==> config.mk <==
export PLATFORM = sky130hd
export DESIGN_NAME = crop_trapezoid_intensity_map_core
export DESIGN_NICKNAME = d
export VERILOG_FILES = /design/src/cti_pkg.sv /design/src/cti_front.sv /design/src/cti_queue.sv /design/src/cti_back.sv /design/src/crop_trapezoid_intensity_map_core.sv
export SDC_FILE = /design/constraint.sdc
export NUM_CORES = 1
export LEC_CHECK = 0
export ABC_AREA = 1
export BUFFER_PORTS_ARGS = -buffer_cell sky130_fd_sc_hd__buf_2
export CAP_MARGIN = 25
export CELL_PAD_IN_SITES_DETAIL_PLACEMENT = 1
export CELL_PAD_IN_SITES_GLOBAL_PLACEMENT = 1
export CORE_ASPECT_RATIO = 0.7
export CORE_UTILIZATION = 35
export DETAILED_ROUTE_END_ITERATION = 16
export PLACE_DENSITY = 0.74
export SLEW_MARGIN = 30
export SYNTH_ARGS = -nofsm -noshare
export SYNTH_HDL_FRONTEND = slang
export SYNTH_HIERARCHICAL = 1
export SYNTH_SLANG_ARGS = --single-unit
==> constraint.sdc <==
create_clock -name clk -period 16.05 [get_ports clk]
set_input_delay 4.0125 -clock clk [delete_from_list [all_inputs] [get_ports clk]]
set_output_delay 4.0125 -clock clk [all_outputs]
set_load 0.005 [all_outputs]
==> src/cti_pkg.sv <==
package cti_pkg;

  localparam int REG_W   = 16;
  localparam int NUM_W   = REG_W + 8;
  localparam int LEVEL_W = 8;
  localparam int QDEPTH  = 2;
  localparam int QIDX_W  = 1;
  localparam int QCNT_W  = 2;
  localparam int IDX_W   = 3;

  localparam logic [LEVEL_W-1:0] FULL_LEVEL = 8'd255;

  localparam logic [IDX_W-1:0] REG_CROP_X       = 3'd0;
  localparam logic [IDX_W-1:0] REG_CROP_Y       = 3'd1;
  localparam logic [IDX_W-1:0] REG_CROP_WIDTH   = 3'd2;
  localparam logic [IDX_W-1:0] REG_CROP_HEIGHT  = 3'd3;
  localparam logic [IDX_W-1:0] REG_WIN_LOW      = 3'd4;
  localparam logic [IDX_W-1:0] REG_PLATEAU_LOW  = 3'd5;
  localparam logic [IDX_W-1:0] REG_PLATEAU_HIGH = 3'd6;
  localparam logic [IDX_W-1:0] REG_WIN_HIGH     = 3'd7;

  typedef struct packed {
    logic [REG_W-1:0] crop_x;
    logic [REG_W-1:0] crop_y;
    logic [REG_W-1:0] crop_width;
    logic [REG_W-1:0] crop_height;
    logic [REG_W-1:0] win_low;
    logic [REG_W-1:0] plateau_low;
    logic [REG_W-1:0] plateau_high;
    logic [REG_W-1:0] win_high;
  } cfg_t;

  typedef struct packed {
    logic               is_ramp;
    logic [LEVEL_W-1:0] level;
    logic [NUM_W-1:0]   num;
    logic [REG_W-1:0]   div;
    logic               last;
  } entry_t;

endpackage

==> src/cti_front.sv <==
module cti_front #(
  parameter int SAMPLE_BITS = 16,
  parameter int COORD_BITS  = 16
) (
  input  logic                     clk,
  input  logic                     rst_n,
  input  cti_pkg::cfg_t            cfg,
  input  logic                     in_valid,
  output logic                     in_ready,
  input  logic [cti_pkg::REG_W-1:0] sample,
  input  logic                     row_end,
  input  logic                     slice_end,
  input  logic                     q_full,
  output logic                     q_push,
  output cti_pkg::entry_t          q_entry
);

  localparam int EW = cti_pkg::REG_W + 1;

  logic [COORD_BITS-1:0]     col_r, col_nxt;
  logic [COORD_BITS-1:0]     row_r, row_nxt;
  logic [EW-1:0]             col_e, row_e, x_end, y_end;
  logic [cti_pkg::REG_W-1:0] s;
  logic                      keep, acc;
  logic [cti_pkg::REG_W-1:0] diff;

  assign in_ready = !q_full;
  assign acc      = in_valid && in_ready;

  assign s     = cti_pkg::REG_W'(sample[SAMPLE_BITS-1:0]);
  assign col_e = {{(EW-COORD_BITS){1'b0}}, col_r};
  assign row_e = {{(EW-COORD_BITS){1'b0}}, row_r};
  assign x_end = {1'b0, cfg.crop_x} + {1'b0, cfg.crop_width};
  assign y_end = {1'b0, cfg.crop_y} + {1'b0, cfg.crop_height};

  assign keep = (col_e >= {1'b0, cfg.crop_x}) && (col_e < x_end) &&
                (row_e >= {1'b0, cfg.crop_y}) && (row_e < y_end);
  assign q_push = acc && keep;

  always_comb begin
    q_entry         = '0;
    q_entry.last    = ((col_e + EW'(1)) == x_end) && ((row_e + EW'(1)) == y_end);
    diff            = '0;
    priority if (s > cfg.win_high) begin
      q_entry.level = '0;
    end else if (s > cfg.plateau_high) begin
      q_entry.is_ramp = 1'b1;
      diff            = cfg.win_high - s;
      q_entry.div     = cfg.win_high - cfg.plateau_high;
    end else if (s >= cfg.plateau_low) begin
      q_entry.level = cti_pkg::FULL_LEVEL;
    end else if (s >= cfg.win_low) begin
      q_entry.is_ramp = 1'b1;
      diff            = s - cfg.win_low;
      q_entry.div     = cfg.plateau_low - cfg.win_low;
    end else begin
      q_entry.level = '0;
    end
    q_entry.num = {diff, 8'd0} - {8'd0, diff};
  end

  always_comb begin
    col_nxt = col_r;
    row_nxt = row_r;
    if (acc) begin
      priority if (slice_end) begin
        col_nxt = '0;
        row_nxt = '0;
      end else if (row_end) begin
        col_nxt = '0;
        row_nxt = row_r + COORD_BITS'(1);
      end else begin
        col_nxt = col_r + COORD_BITS'(1);
      end
    end
  end

  always_ff @(posedge clk) begin
    if (!rst_n) begin
      col_r <= '0;
      row_r <= '0;
    end else begin
      col_r <= col_nxt;
      row_r <= row_nxt;
    end
  end

endmodule

==> src/cti_queue.sv <==
module cti_queue (
  input  logic            clk,
  input  logic            rst_n,
  input  logic            push,
  input  cti_pkg::entry_t push_entry,
  output logic            full,
  input  logic            pop,
  output logic            empty,
  output cti_pkg::entry_t pop_entry
);

  cti_pkg::entry_t               mem_r [cti_pkg::QDEPTH];
  logic [cti_pkg::QIDX_W-1:0]    wr_r, wr_nxt, rd_r, rd_nxt;
  logic [cti_pkg::QCNT_W-1:0]    cnt_r, cnt_nxt;

  assign full      = (cnt_r == cti_pkg::QCNT_W'(cti_pkg::QDEPTH));
  assign empty     = (cnt_r == '0);
  assign pop_entry = mem_r[rd_r];

  always_comb begin
    wr_nxt  = push ? wr_r + 1'b1 : wr_r;
    rd_nxt  = pop ? rd_r + 1'b1 : rd_r;
    cnt_nxt = cnt_r + cti_pkg::QCNT_W'(push) - cti_pkg::QCNT_W'(pop);
  end

  always_ff @(posedge clk) begin
    if (push) begin
      mem_r[wr_r] <= push_entry;
    end
  end

  always_ff @(posedge clk) begin
    if (!rst_n) begin
      wr_r  <= '0;
      rd_r  <= '0;
      cnt_r <= '0;
    end else begin
      wr_r  <= wr_nxt;
      rd_r  <= rd_nxt;
      cnt_r <= cnt_nxt;
    end
  end

endmodule

==> src/cti_back.sv <==
module cti_back (
  input  logic                        clk,
  input  logic                        rst_n,
  input  logic                        q_empty,
  input  cti_pkg::entry_t             q_entry,
  output logic                        q_pop,
  output logic                        out_tvalid,
  input  logic                        out_tready,
  output logic [cti_pkg::LEVEL_W-1:0] out_tdata,
  output logic                        out_tlast
);

  typedef enum logic [2:0] {
    B_IDLE = 3'b001,
    B_DIV  = 3'b010,
    B_OUT  = 3'b100
  } state_t;

  state_t                        state_r, state_nxt;
  logic [cti_pkg::NUM_W-1:0]     rem_r, rem_nxt, dsh_r, dsh_nxt;
  logic [cti_pkg::LEVEL_W-1:0]   lvl_r, lvl_nxt;
  logic                          last_r, last_nxt;
  logic [2:0]                    cnt_r, cnt_nxt;
  logic                          ge;

  assign q_pop      = (state_r == B_IDLE) && !q_empty;
  assign out_tvalid = (state_r == B_OUT);
  assign out_tdata  = lvl_r;
  assign out_tlast  = last_r;
  assign ge         = rem_r >= dsh_r;

  always_comb begin
    state_nxt = state_r;
    rem_nxt   = rem_r;
    dsh_nxt   = dsh_r;
    lvl_nxt   = lvl_r;
    last_nxt  = last_r;
    cnt_nxt   = cnt_r;
    unique case (state_r)
      B_IDLE: begin
        if (!q_empty) begin
          last_nxt = q_entry.last;
          rem_nxt  = q_entry.num;
          dsh_nxt  = {1'b0, q_entry.div, 7'd0};
          cnt_nxt  = '0;
          lvl_nxt  = q_entry.level;
          state_nxt = q_entry.is_ramp ? B_DIV : B_OUT;
        end
      end
      B_DIV: begin
        if (ge) begin
          rem_nxt = rem_r - dsh_r;
        end
        dsh_nxt = {1'b0, dsh_r[cti_pkg::NUM_W-1:1]};
        lvl_nxt = {lvl_r[cti_pkg::LEVEL_W-2:0], ge};
        cnt_nxt = cnt_r + 3'd1;
        if (cnt_r == 3'd7) begin
          state_nxt = B_OUT;
        end
      end
      B_OUT: begin
        if (out_tready) begin
          state_nxt = B_IDLE;
        end
      end
      default: state_nxt = B_IDLE;
    endcase
  end

  always_ff @(posedge clk) begin
    rem_r  <= rem_nxt;
    dsh_r  <= dsh_nxt;
    lvl_r  <= lvl_nxt;
    last_r <= last_nxt;
    cnt_r  <= cnt_nxt;
  end

  always_ff @(posedge clk) begin
    if (!rst_n) begin
      state_r <= B_IDLE;
    end else begin
      state_r <= state_nxt;
    end
  end

`ifndef ASSERT_OFF
  a_div_ends: assert property (@(posedge clk) disable iff (!rst_n)
    (state_r == B_DIV && cnt_r == 3'd7) |=> (state_r == B_OUT))
    else $error("divider did not finish after eight steps");
  a_quot_fits: assert property (@(posedge clk) disable iff (!rst_n)
    (state_r == B_DIV) |-> ({1'b0, rem_r} < {dsh_r, 1'b0}))
    else $error("quotient exceeds eight bits");
  a_div_nonzero: assert property (@(posedge clk) disable iff (!rst_n)
    (state_r == B_DIV) |-> (dsh_r != '0))
    else $error("ramp with zero divisor");
`endif

endmodule

==> src/crop_trapezoid_intensity_map_core.sv <==
// Cropped-away samples are dropped in the front end; kept samples go through the queue
// to the back end, which handles one item at a time and pops the next only when idle.
// Ramp levels come from the shared 8-step restoring divider; plateau or zero levels skip it.
// A 2-entry queue between front and back lets input continue during a division.
// Reset (rst_n low, synchronous) clears the row and column counters, the queue
// and loads the register reset values.
module crop_trapezoid_intensity_map_core #(
  parameter int SAMPLE_BITS = 16,
  parameter int COORD_BITS  = 16
) (
  input  logic                              clk,
  input  logic                              rst_n,
  input  logic                              in_tvalid,
  output logic                              in_tready,
  input  logic [15:0]                       in_tdata,  // sample
  input  logic [1:0]                        in_tuser,  // [1] slice_end, [0] row_end
  output logic                              out_tvalid,
  input  logic                              out_tready,
  output logic [7:0]                        out_tdata, // level
  output logic                              out_tlast,
  input  logic                              cfg_we,
  input  logic [cti_pkg::IDX_W-1:0]         cfg_addr,
  input  logic [cti_pkg::REG_W-1:0]         cfg_wdata
);

  cti_pkg::cfg_t   cfg_r;
  cti_pkg::entry_t push_entry, pop_entry;
  logic            q_full, q_empty, q_push, q_pop;

  always_ff @(posedge clk) begin
    if (!rst_n) begin
      cfg_r.crop_x       <= '0;
      cfg_r.crop_y       <= '0;
      cfg_r.crop_width   <= 16'd1;
      cfg_r.crop_height  <= 16'd1;
      cfg_r.win_low      <= '0;
      cfg_r.plateau_low  <= '0;
      cfg_r.plateau_high <= 16'hFFFF;
      cfg_r.win_high     <= 16'hFFFF;
    end else if (cfg_we) begin
      unique case (cfg_addr)
        cti_pkg::REG_CROP_X:       cfg_r.crop_x       <= cfg_wdata;
        cti_pkg::REG_CROP_Y:       cfg_r.crop_y       <= cfg_wdata;
        cti_pkg::REG_CROP_WIDTH:   cfg_r.crop_width   <= cfg_wdata;
        cti_pkg::REG_CROP_HEIGHT:  cfg_r.crop_height  <= cfg_wdata;
        cti_pkg::REG_WIN_LOW:      cfg_r.win_low      <= cfg_wdata;
        cti_pkg::REG_PLATEAU_LOW:  cfg_r.plateau_low  <= cfg_wdata;
        cti_pkg::REG_PLATEAU_HIGH: cfg_r.plateau_high <= cfg_wdata;
        cti_pkg::REG_WIN_HIGH:     cfg_r.win_high     <= cfg_wdata;
        default: ;
      endcase
    end
  end

  cti_front #(
    .SAMPLE_BITS (SAMPLE_BITS),
    .COORD_BITS  (COORD_BITS)
  ) u_front (
    .clk       (clk),
    .rst_n     (rst_n),
    .cfg       (cfg_r),
    .in_valid  (in_tvalid),
    .in_ready  (in_tready),
    .sample    (in_tdata),
    .row_end   (in_tuser[0]),
    .slice_end (in_tuser[1]),
    .q_full    (q_full),
    .q_push    (q_push),
    .q_entry   (push_entry)
  );

  cti_queue u_queue (
    .clk        (clk),
    .rst_n      (rst_n),
    .push       (q_push),
    .push_entry (push_entry),
    .full       (q_full),
    .pop        (q_pop),
    .empty      (q_empty),
    .pop_entry  (pop_entry)
  );

  cti_back u_back (
    .clk        (clk),
    .rst_n      (rst_n),
    .q_empty    (q_empty),
    .q_entry    (pop_entry),
    .q_pop      (q_pop),
    .out_tvalid (out_tvalid),
    .out_tready (out_tready),
    .out_tdata  (out_tdata),
    .out_tlast  (out_tlast)
  );

endmodule

==> flow_summary.toml <==
[routing]
drt_iter0_drc = 1598
vias_per_cell = 5.09
routed_wirelength_um = 77900
wl_per_cell_um = 18.4
ant_nets = 0
first_pass_iters = 6
route.vias.total = 21520
route.detailed.drc = 0

[floorplanning]
die_h_um = 222
die_area_um2 = 70300
fp.dieW_um = 316
io_pins = 53
num_rows = 80
core_um2 = 68300
start_util_pct = 35.5

[synthesis]
synth-main-ff-cell = "dfxtp_1"
synth_edf_count = 159
async_reset_ff_share_pct = 0
synthTopCellsByCount = "nand2_1 (876), inv_1 (425), nor2_1 (375)"
yosys.area.top_type = "edfxtp_1"
yosysWarnings = 6
netlist_area_um2 = 24200
ys_ff_latch = 327
synth_most_common_cell = "nand2_1"
synth-seq-area-share_pct = 33.6
synthesis.instances = 3270
synth_area_leaders = "edfxtp_1 (20%), dfxtp_1 (14%), nand2_1 (14%)"
syn_area_per_cell_um2 = 7.41
yosysTopAreaCellShare_pct = 19.7
syn_nets = 3544
yosysUniqueCellTypes = 63

[worst_setup_path]
r2r_end = "u_queue/mem_r[0][39]"
crit_required_ns = 16.36
reg2reg_depth = 21
worstSetupStartpointType = "input port"
r2r_slack_ns = 10.54
cp-end-kind = "register"
r2r_start = "cfg_r[112]"
critical_path_arrival_ns = 7.59
critPathMaxFanout = 13
crit_type = "input port to register"

[place]
place_ws_ns = 8.28
portBuffers = 52
gp_congestion = 0.913
placedCellCount = 4155
dp_hpwl_um = 61100

[sta]
fmax_mhz = 137
worstMarginPinSlew_ns = 0.818
setup_violations = 0
relSlewSlack_pct = 45.4
clock_skew_ns = 0.0314
worst_slack_ns = 8.77
rsz0062_at_grt = "no"
fin_crit_sh_pct = 45.4
hold_viol = 0
tns_ns = 0
layout_min_cycle_time_ns = 7.28
drv_slew = 0

[hold_path]
min_from = "cfg_r[17]"
whs_endpoint = "cfg_r[17]"
min_path_cells = 2
worst_hold_path_type = "register to register"

[global_route]
grt-busiest-layer = "met1"
grtUsageMet2_pct = 32.3
grt_usage_pct = 22.2
overflow = 0
grt_pass1_vias = 21255
grt_pass1_wl_um = 122000
grt_use_met1_pct = 34.6
use_met3_pct = 2.87
grt_max_degree = 92
grt_antenna_before_repair = 3

[clock_tree]
numClockSinks = 327
cts-root-buf = "clkbuf_16"
path_clk_slew_ns = 0.05
numCtsBuffers = 38
cts_max_level = 2
clock_path_buffers = 3
cts_tree = "built"
cts-hold-fix-buffers = 0
cts_setup_buffers = 0
insertion_delay_ns = 0.58
cts_resized = 0

[power_and_ir_drop]
leakage_uw = 0.0127
power.density_nw_per_um2 = 128
vdd_drop_max_v = 0.0000808

[cells_and_area]
area_growth_pct = 10.2
fin_nets = 3569
drive_gt1_share_pct = 9.89
fin_cells = 4228

[run]
cap_violations = 0

[outcome]
run_status = "completed"
critical path, stage by stage:
cell	delay, ns
buf_2	0.12
ha_1	0.21
fa_1	0.42
o21ai_2	0.23
nand3_1	0.12
nand3_2	0.17
nand2_1	0.11
nand2_4	0.19
inv_2	0.15
a21oi_2	0.26
nand3_2	0.22
ha_1	0.40
a21oi_1	0.25
o21ai_0	0.19
nand2_1	0.11
nand3_2	0.10
nand2_2	0.11
nand2_1	0.06
nand2_1	0.06
nand2_1	0.07
power by group:
group / switching (uW) / internal, uW / leakage (uW)
Combinational: 885 / 447 / 0.00920
Clock: 401 / 586 / 0.000687
Sequential: 62.3 / 1050 / 0.00284
Total: 1350 / 2080 / 0.0127
worst max path at each step:
stage / cells after the start / to / start / slack (ns)
2_1_floorplan: 8 / u_queue/mem_r[0][0] / in_tvalid / 8.85
3_3_place_gp: 20 / u_queue/mem_r[0][36] / in_tdata[0] / 8.39
3_5_place_dp: 20 / u_queue/mem_r[0][36] / in_tdata[0] / 8.28
4_1_cts: 20 / u_queue/mem_r[1][36] / in_tdata[0] / 8.86
5_1_grt: 25 / u_queue/mem_r[0][39] / in_tdata[0] / 8.53
6_report: 20 / u_queue/mem_r[1][36] / in_tdata[0] / 8.77
final cells by class:
class	instances	area [um2]
inverter	435	1630
multi-input combinational	2424	14000
antenna	1	2.50
sequential	327	8140
tap	902	1130
timing repair buffer	69	415
fill	8546	41600
clock inverter	25	379
clock buffer	45	1040
metrics by stage:
| step | hold slack, ns | power [uW] | area [um2] | utilization, % |
|---|---|---|---|---|
| finish | 0.457 | 3430 | 26700 | 39.1 |
| global route | 0.486 | 3640 | 26700 | 39.1 |
| CTS | 0.461 | 3440 | 26600 | 39.0 |
| detailed placement | 0.447 | 2440 | 25200 | 37.0 |
| global placement | 0.442 | 2390 | 25200 | 36.9 |
| floorplan | 0.429 | 2070 | 24200 | - |
sequential cells by signal, indices dropped and copies added (netlist names), named ones only:
| register | flops |
|---|---|
| u_front/col_r | 16 |
| u_queue/rd_r | 1 |
| u_front/row_r | 16 |
| u_queue/mem_r | 100 |
| u_back/rem_r | 24 |
| u_back/out_tdata | 8 |
| u_queue/wr_r | 1 |
| cfg_r | 128 |
| u_queue/cnt_r | 2 |
| u_back/out_tlast | 1 |
| u_back/state_r | 3 |
| u_back/cnt_r | 3 |
| u_back/dsh_r | 23 |
cells in the final DEF (no fill, tap or decap), types with 8 or more instances in the layout:
master,count
a211oi_1,9
a21o_1,8
a21oi_1,180
a21oi_2,12
buf_2,51
buf_4,16
clkbuf_16,39
dfxtp_1,167
edfxtp_1,159
ha_1,225
inv_1,423
inv_2,12
mux2_4,50
nand2_1,875
nand2_2,37
nand3_1,256
nand3_2,17
nand3b_1,18
nand4_1,32
nor2_1,371
nor2_2,21
nor2_4,11
nor3_1,34
o21ai_0,75
o21bai_1,13
or2_2,8
xnor2_1,36
xor2_1,62
routing by layer:
layer | routed length [um] | vias up | share of wire (%)
li1 | - | 10681 | -
met1 | 40500 | 10294 | 52
met2 | 31700 | 478 | 41
met3 | 4480 | 67 | 5.8
met4 | 1190 | 0 | 1.5
met5 | 0 | - | 0
logic make-up (layout without fill, tap and decap cells):
kind of cell	count (synthesis)	after routing	synth area share [%]
mux	50	50	3.10
other cells	0	1	0
compound gates	335	335	7.81
flops	327	327	33.6
simple gates	1709	1709	30.8
fa+ha+maj	232	232	12.2
buf+inv	519	574	8.98
xor+xnor	98	98	3.54
Note: power is estimated with default switching activity, not from simulation.
